File: config.mk
export PLATFORM = sky130hd
export DESIGN_NAME = modbus_response_frame_receiver_top
export DESIGN_NICKNAME = d
export VERILOG_FILES = /design/src/rtl/mrfr_pkg.sv /design/src/rtl/modbus_response_frame_receiver_top.sv /design/src/rtl/mrfr_parser.sv
export SDC_FILE = /design/constraint.sdc
export NUM_CORES = 1
export LEC_CHECK = 0
export BUFFER_PORTS_ARGS = -buffer_cell sky130_fd_sc_hd__buf_2
export CORE_MARGIN = 2
export CORE_UTILIZATION = 35
export CTS_BUF_LIST = sky130_fd_sc_hd__clkbuf_8
export CTS_CLUSTER_DIAMETER = 80
export CTS_CLUSTER_SIZE = 8
export DETAILED_ROUTE_END_ITERATION = 10
export GPL_ROUTABILITY_DRIVEN = 0
export GPL_TIMING_DRIVEN = 0
export SYNTH_ARGS = -nofsm -noshare
export SYNTH_HDL_FRONTEND = slang
export SYNTH_SLANG_ARGS = --single-unit
File: constraint.sdc
create_clock -name clk -period 4.6 [get_ports clk]
set_clock_uncertainty 0.15 [all_clocks]
set_input_delay 0.92 -clock clk [delete_from_list [all_inputs] [get_ports clk]]
set_output_delay 0.92 -clock clk [all_outputs]
set_load 0.01 [all_outputs]
File: src/rtl/mrfr_pkg.sv
// ----------------------------------------------------------------------------
// mrfr_pkg
// Shared types, constants and the CRC-16/Modbus byte fold for the Modbus RTU
// response frame receiver.
// ----------------------------------------------------------------------------
package mrfr_pkg;

  // Frame position counter: address, function, count, up to 255 data, 2 CRC
  localparam int unsigned POS_W = 9;

  localparam logic [POS_W-1:0] POS_ADDR  = 9'd0;
  localparam logic [POS_W-1:0] POS_FUNC  = 9'd1;
  localparam logic [POS_W-1:0] POS_COUNT = 9'd2;
  localparam logic [POS_W-1:0] POS_DATA0 = 9'd3;
  localparam logic [POS_W-1:0] POS_DATA1 = 9'd4;

  // Offset of the first CRC byte past the declared data count
  localparam logic [POS_W-1:0] HDR_LEN   = 9'd3;

  localparam logic [15:0] CRC_INIT   = 16'hFFFF;
  localparam logic [15:0] CRC_POLY   = 16'hA001;
  localparam logic [7:0]  FUNC_RESET = 8'h03;

  // One result item
  typedef struct packed {
    logic        byte_taken;
    logic        frame_ok;
    logic        crc_error;
    logic [7:0]  slave_address;
    logic [7:0]  byte_count;
    logic [15:0] first_word;
  } result_t;

  // Fold one byte into a CRC-16/Modbus (reflected, LSB first)
  function automatic logic [15:0] crc_fold(input logic [15:0] crc_in,
                                           input logic [7:0]  data);
    logic [15:0] crc;
    crc = crc_in ^ {8'h00, data};
    for (int k = 0; k < 8; k++) begin
      if (crc[0]) begin
        crc = (crc >> 1) ^ CRC_POLY;
      end else begin
        crc = crc >> 1;
      end
    end
    return crc;
  endfunction

endpackage

File: src/rtl/modbus_response_frame_receiver_top.sv
// Path: the input byte is registered in the input reg, its result in the result reg.
// Throughput: one byte per cycle while the result is not stalled;
// both registers load and unload in the same cycle.
// A stalled result holds both registers and in_stall rises once the input reg is full.
// Reset (rst_n low, synchronous): receiver idle waiting for an address byte,
// CRC preset to 0xFFFF, expected function code 0x03, both registers empty.
// ----------------------------------------------------------------------------
// modbus_response_frame_receiver_top
// Modbus RTU read-response receiver: input register, frame decoder with
// on-the-fly CRC-16/Modbus check, result register.
// ----------------------------------------------------------------------------
module modbus_response_frame_receiver_top (
  input  logic        clk,
  input  logic        rst_n,

  input  logic        cfg_valid,
  output logic        cfg_ready,
  input  logic [7:0]  cfg_data,

  input  logic        in_valid,
  output logic        in_stall,
  input  logic [7:0]  in_rx_byte,

  output logic        out_valid,
  input  logic        out_stall,
  output logic        out_byte_taken,
  output logic        out_frame_ok,
  output logic        out_crc_error,
  output logic [7:0]  out_slave_address,
  output logic [7:0]  out_byte_count,
  output logic [15:0] out_first_word
);

  logic              cfg_xfer;
  logic [7:0]        exp_func_r;
  logic              s1_valid_r;
  logic [7:0]        s1_byte_r;
  logic              out_valid_r;
  mrfr_pkg::result_t out_r;
  mrfr_pkg::result_t result;
  logic              out_free;
  logic              step;
  logic              in_xfer;

  // Config register, always writable
  assign cfg_ready = 1'b1;
  assign cfg_xfer  = cfg_valid & cfg_ready;

  always_ff @(posedge clk) begin
    if (!rst_n) begin
      exp_func_r <= mrfr_pkg::FUNC_RESET;
    end else if (cfg_xfer) begin
      exp_func_r <= cfg_data;
    end
  end

  // Pipeline flow control
  assign out_free = !out_valid_r || !out_stall;
  assign step     = s1_valid_r && out_free;
  assign in_stall = s1_valid_r && !out_free;
  assign in_xfer  = in_valid && !in_stall;

  // Input register
  always_ff @(posedge clk) begin
    if (!rst_n) begin
      s1_valid_r <= 1'b0;
    end else if (in_xfer) begin
      s1_valid_r <= 1'b1;
    end else if (step) begin
      s1_valid_r <= 1'b0;
    end
  end

  always_ff @(posedge clk) begin
    if (in_xfer) begin
      s1_byte_r <= in_rx_byte;
    end
  end

  mrfr_parser u_parser (
    .clk               (clk),
    .rst_n             (rst_n),
    .step              (step),
    .rx_byte           (s1_byte_r),
    .expected_function (exp_func_r),
    .result            (result)
  );

  // Result register
  always_ff @(posedge clk) begin
    if (!rst_n) begin
      out_valid_r <= 1'b0;
    end else if (step) begin
      out_valid_r <= 1'b1;
    end else if (!out_stall) begin
      out_valid_r <= 1'b0;
    end
  end

  always_ff @(posedge clk) begin
    if (step) begin
      out_r <= result;
    end
  end

  assign out_valid         = out_valid_r;
  assign out_byte_taken    = out_r.byte_taken;
  assign out_frame_ok      = out_r.frame_ok;
  assign out_crc_error     = out_r.crc_error;
  assign out_slave_address = out_r.slave_address;
  assign out_byte_count    = out_r.byte_count;
  assign out_first_word    = out_r.first_word;

endmodule

File: src/rtl/mrfr_parser.sv
// ----------------------------------------------------------------------------
// mrfr_parser
// Frame state and per-byte decode. Computes the result for the byte held in
// the input register and commits the frame state when that byte moves on.
// ----------------------------------------------------------------------------
module mrfr_parser (
  input  logic                clk,
  input  logic                rst_n,
  input  logic                step,
  input  logic [7:0]          rx_byte,
  input  logic [7:0]          expected_function,
  output mrfr_pkg::result_t   result
);

  logic [mrfr_pkg::POS_W-1:0] pos_r, pos_nxt;
  logic [7:0]                 len_r, len_nxt;
  logic [15:0]                crc_r, crc_nxt;
  logic [7:0]                 addr_r, addr_nxt;
  logic [15:0]                word_r, word_nxt;
  logic [7:0]                 crc_lo_r, crc_lo_nxt;

  logic [mrfr_pkg::POS_W-1:0] crc_pos;
  logic [15:0]                crc_folded;
  logic                       taken;
  logic                       ok;
  logic                       err;
  logic [7:0]                 count_out;

  // Position of the low CRC byte for the current frame
  assign crc_pos    = {1'b0, len_r} + mrfr_pkg::HDR_LEN;
  assign crc_folded = mrfr_pkg::crc_fold(crc_r, rx_byte);

  // Per-byte decode
  always_comb begin
    pos_nxt    = pos_r;
    len_nxt    = len_r;
    crc_nxt    = crc_r;
    addr_nxt   = addr_r;
    word_nxt   = word_r;
    crc_lo_nxt = crc_lo_r;
    taken      = 1'b1;
    ok         = 1'b0;
    err        = 1'b0;

    if (pos_r == mrfr_pkg::POS_ADDR) begin
      addr_nxt = rx_byte;
      word_nxt = '0;
      crc_nxt  = mrfr_pkg::crc_fold(mrfr_pkg::CRC_INIT, rx_byte);
      pos_nxt  = mrfr_pkg::POS_FUNC;
    end else if (pos_r == mrfr_pkg::POS_FUNC) begin
      // wrong function code is dropped, keep waiting
      if (rx_byte == expected_function) begin
        crc_nxt = crc_folded;
        pos_nxt = mrfr_pkg::POS_COUNT;
      end else begin
        taken = 1'b0;
      end
    end else if (pos_r == mrfr_pkg::POS_COUNT) begin
      len_nxt = rx_byte;
      crc_nxt = crc_folded;
      pos_nxt = mrfr_pkg::POS_DATA0;
    end else if (pos_r < crc_pos) begin
      if (pos_r == mrfr_pkg::POS_DATA0) begin
        word_nxt = {rx_byte, 8'h00};
      end else if (pos_r == mrfr_pkg::POS_DATA1) begin
        word_nxt = {word_r[15:8], rx_byte};
      end
      crc_nxt = crc_folded;
      pos_nxt = pos_r + 9'd1;
    end else if (pos_r == crc_pos) begin
      crc_lo_nxt = rx_byte;
      pos_nxt    = pos_r + 9'd1;
    end else begin
      // high CRC byte: compare against the running CRC
      if ({rx_byte, crc_lo_r} == crc_r) begin
        ok = 1'b1;
      end else begin
        err = 1'b1;
      end
    end

    count_out = len_nxt;

    // frame done: back to idle
    if (ok || err) begin
      pos_nxt = mrfr_pkg::POS_ADDR;
      len_nxt = '0;
      crc_nxt = mrfr_pkg::CRC_INIT;
    end
  end

  // Result for the byte in the input register
  always_comb begin
    result.byte_taken    = taken;
    result.frame_ok      = ok;
    result.crc_error     = err;
    result.slave_address = addr_nxt;
    result.byte_count    = count_out;
    result.first_word    = word_nxt;
  end

  // Frame state commits on each transfer into the result register
  always_ff @(posedge clk) begin
    if (!rst_n) begin
      pos_r    <= mrfr_pkg::POS_ADDR;
      len_r    <= '0;
      crc_r    <= mrfr_pkg::CRC_INIT;
      addr_r   <= '0;
      word_r   <= '0;
      crc_lo_r <= '0;
    end else if (step) begin
      pos_r    <= pos_nxt;
      len_r    <= len_nxt;
      crc_r    <= crc_nxt;
      addr_r   <= addr_nxt;
      word_r   <= word_nxt;
      crc_lo_r <= crc_lo_nxt;
    end
  end

endmodule
==> qor.yml <==
fp.dieArea_um2: 17700
min_path_cells: 2
p_seq_frac: 0.471
tns_ps: 0
finalCritPeriodShare: 0.778
drt_iter0_drc: 340
avgSynthCellArea_um2: 9.93
clock-root-buffer: "clkbuf_8"
cap_violations: 0
port_buffers: 56
worstSetupEndpointType: "register"
synth_warnings: 0
switching_share: 0.254
ff2ff_path_depth: 12
p_switching_mw: 0.618
yosys.cell_types.count: 59
routed_wl_um: 14600
worst_slack_ps: 1020
path_max_fanout: 6
yosysTopAreaCell: "dfxtp_1"
slowest_delay_ps: 750
antenna_found_initial: 0
crit_path_cell_trace: "inv_1 > ha_1 > nor2_1 > and3_1 > xnor2_1 > ha_1 > nand4_1 > nor3_1 > a21oi_1 > nor3_1 > a21oi_1 > o22ai_1"
grt_pass1_vias: 4494
grt_overflow_total: 0
cts_setup_buffers: 0
syn_inst: 587
synth_area_um2: 5830
die_width_um: 133
die_h_um: 133
r2r_setup_slack_ps: 1020
power.share.clock: 0.418
start_util: 0.355
num_rows: 47
cp-start-kind: "register"
synth_most_common_cell: "dfxtp_1"
syn_nets: 622
grt_max_degree: 31
cts_inserted_buffers: 17
hold_buffers: 0
comb_power_share: 0.111
io_pins: 59
p_int_mw: 1.81
clk_pin_slew_ps: 70
cts_tree: "built"
critical_path_class: "register to register"
n_antenna_cell: 0
nets: 698
pwr_density_cell_nw_per_um2: 355
hold_viol: 0
crit_slowest_cell: "nor3_1"
cp.arrival_ps: 3810
yosysTopAreaCellShare: 0.258
clock.fmax_mhz: 280
status: "finished, final reports clean"
grt_pass1_wl_um: 23000
ctsHtreeMaxLevel: 4
p_leak_nw: 2.52
rsz0062_at_grt: "no"
tightest_slew_ps: 917
ys_async_sr_fraction: 0
place_hpwl_um: 10400
clock_path_buffers: 2
wire_per_inst_um: 16.3
ant_nets: 0
drive_gt1_frac: 0.173
synth_area_leaders: "dfxtp_1 (26%), edfxtp_1 (22%), xnor2_1 (5.9%)"
dp_slack_ps: 1060
drc_errors: 0
cp_data_required_time_ps: 4830
max-vdd-ir-drop_v: 0.000307
insertion_delay_ps: 450
drtPass1Iterations: 5
cts_resized: 0
clock_sinks: 118
slew_headroom: 0.384
synth-seq-area-share: 0.479
grt_util_all_layers: 0.168
core_um2: 16400
num_vias: 4633
synth-seq-cells: 118
synth_commonest_cells: "dfxtp_1 (75), nand2_1 (73), nor2_1 (50), edfxtp_1 (43), xnor2_1 (39)"
areaGrowthSynthToFinish_pct: 17.3
vias_per_cell: 5.17
slew_violations: 0
synth-main-ff-cell: "dfxtp_1"
min_path_type: "register to register"
synth-edff-count: 43
min_period_ps: 3580
setup_viol: 0
registers in the layout, indices dropped and copies added, names as in the netlist:
name and flops:
u_parser.pos_r 9, u_parser.crc_r 16, out_byte_taken 1, u_parser.word_r 16
out_valid 1, out_slave_address 8, out_crc_error 1, out_byte_count 8
s1_valid_r 1, u_parser.len_r 8, s1_byte_r 8, out_frame_ok 1
exp_func_r 8, u_parser.crc_lo_r 8, u_parser.addr_r 8, out_first_word 16
placed cells by master (no fill, tap or decap), types with 14 or more instances in the layout:
cell type | Yosys | layout
nand2_1 | 73 | 73
edfxtp_1 | 43 | 43
inv_1 | 12 | 14
mux2i_1 | 24 | 24
xor2_1 | 27 | 27
clkbuf_1 | 20 | 19
nor2_1 | 50 | 50
clkbuf_8 | 0 | 17
buf_2 | 6 | 62
a22oi_1 | 24 | 24
o21ai_0 | 14 | 14
a21oi_1 | 18 | 18
dfxtp_1 | 75 | 75
nor2b_1 | 32 | 32
xnor2_1 | 39 | 39
ha_1 | 14 | 14
area by class of cell:
class | count | area [µm²]
clock buffer | 17 | 234
multi-input combinational | 421 | 2820
timing repair buffer | 57 | 308
sequential | 118 | 2790
clock inverter | 15 | 188
buffer | 35 | 174
fill | 1626 | 9570
inverter | 13 | 48.8
tap | 220 | 275
metrics by stage:
stage | hold WS, ps | std cells | power, mW | utilization | cell area [µm²]
3_3_place_gp | 329 | 863 | 1.42 | 0.389 | 6390
2_1_floorplan | 314 | 587 | 1.35 | - | 5830
5_1_grt | 370 | 896 | 2.52 | 0.417 | 6840
6_report | 358 | 896 | 2.43 | 0.417 | 6840
3_5_place_dp | 336 | 864 | 1.43 | 0.391 | 6410
4_1_cts | 356 | 896 | 2.45 | 0.417 | 6840
worst paths after layout:
check	start	endpoint
setup / recovery	u_parser.len_r[0]	u_parser.pos_r[3]
hold / removal	u_parser.addr_r[2]	u_parser.addr_r[2]
setup reg to reg	u_parser.len_r[0]	u_parser.pos_r[3]
hold reg to reg	u_parser.addr_r[2]	u_parser.addr_r[2]
logic make-up (layout without fill, tap and decap cells):
logic type	after synthesis	count (layout)	synth area share
AND/OR/NAND/NOR	211	211	0.175
multiplexers	30	30	0.0528
AO/OA/AOI/OAI	98	98	0.121
XOR/XNOR	67	67	0.103
adder cells (fa/ha/maj)	14	14	0.0300
flip-flops	118	118	0.479
buffers and inverters	48	137	0.0380
other	1	1	0.000643
worst max-delay path, delay by kind of cell (launching register included):
family | cells | cell delay, ps
fa+ha+maj | 2 | 560
simple gates | 5 | 1800
xor+xnor | 1 | 100
compound gates | 3 | 450
flops | 1 | 360
buf+inv | 1 | 90
power groups by stage:
stage | registers, mW | logic, mW | clock network [mW]
CTS | 1.14 | 0.267 | 1.04
floorplan | 1.17 | 0.183 | 0
finish | 1.14 | 0.269 | 1.02
global route | 1.15 | 0.293 | 1.08
detailed placement | 1.17 | 0.266 | 0
global placement | 1.17 | 0.258 | 0
routing by layer:
metal,share of wire,wire length (µm),up-vias,track usage
li1,-,-,2214,-
met1,0.46,6700,2235,0.215
met2,0.46,6720,149,0.266
met3,0.051,743,33,0.0398
met4,0.028,415,2,0.0860
met5,0.0016,23,-,0
No activity file was read; power rests on OpenSTA's default activity.
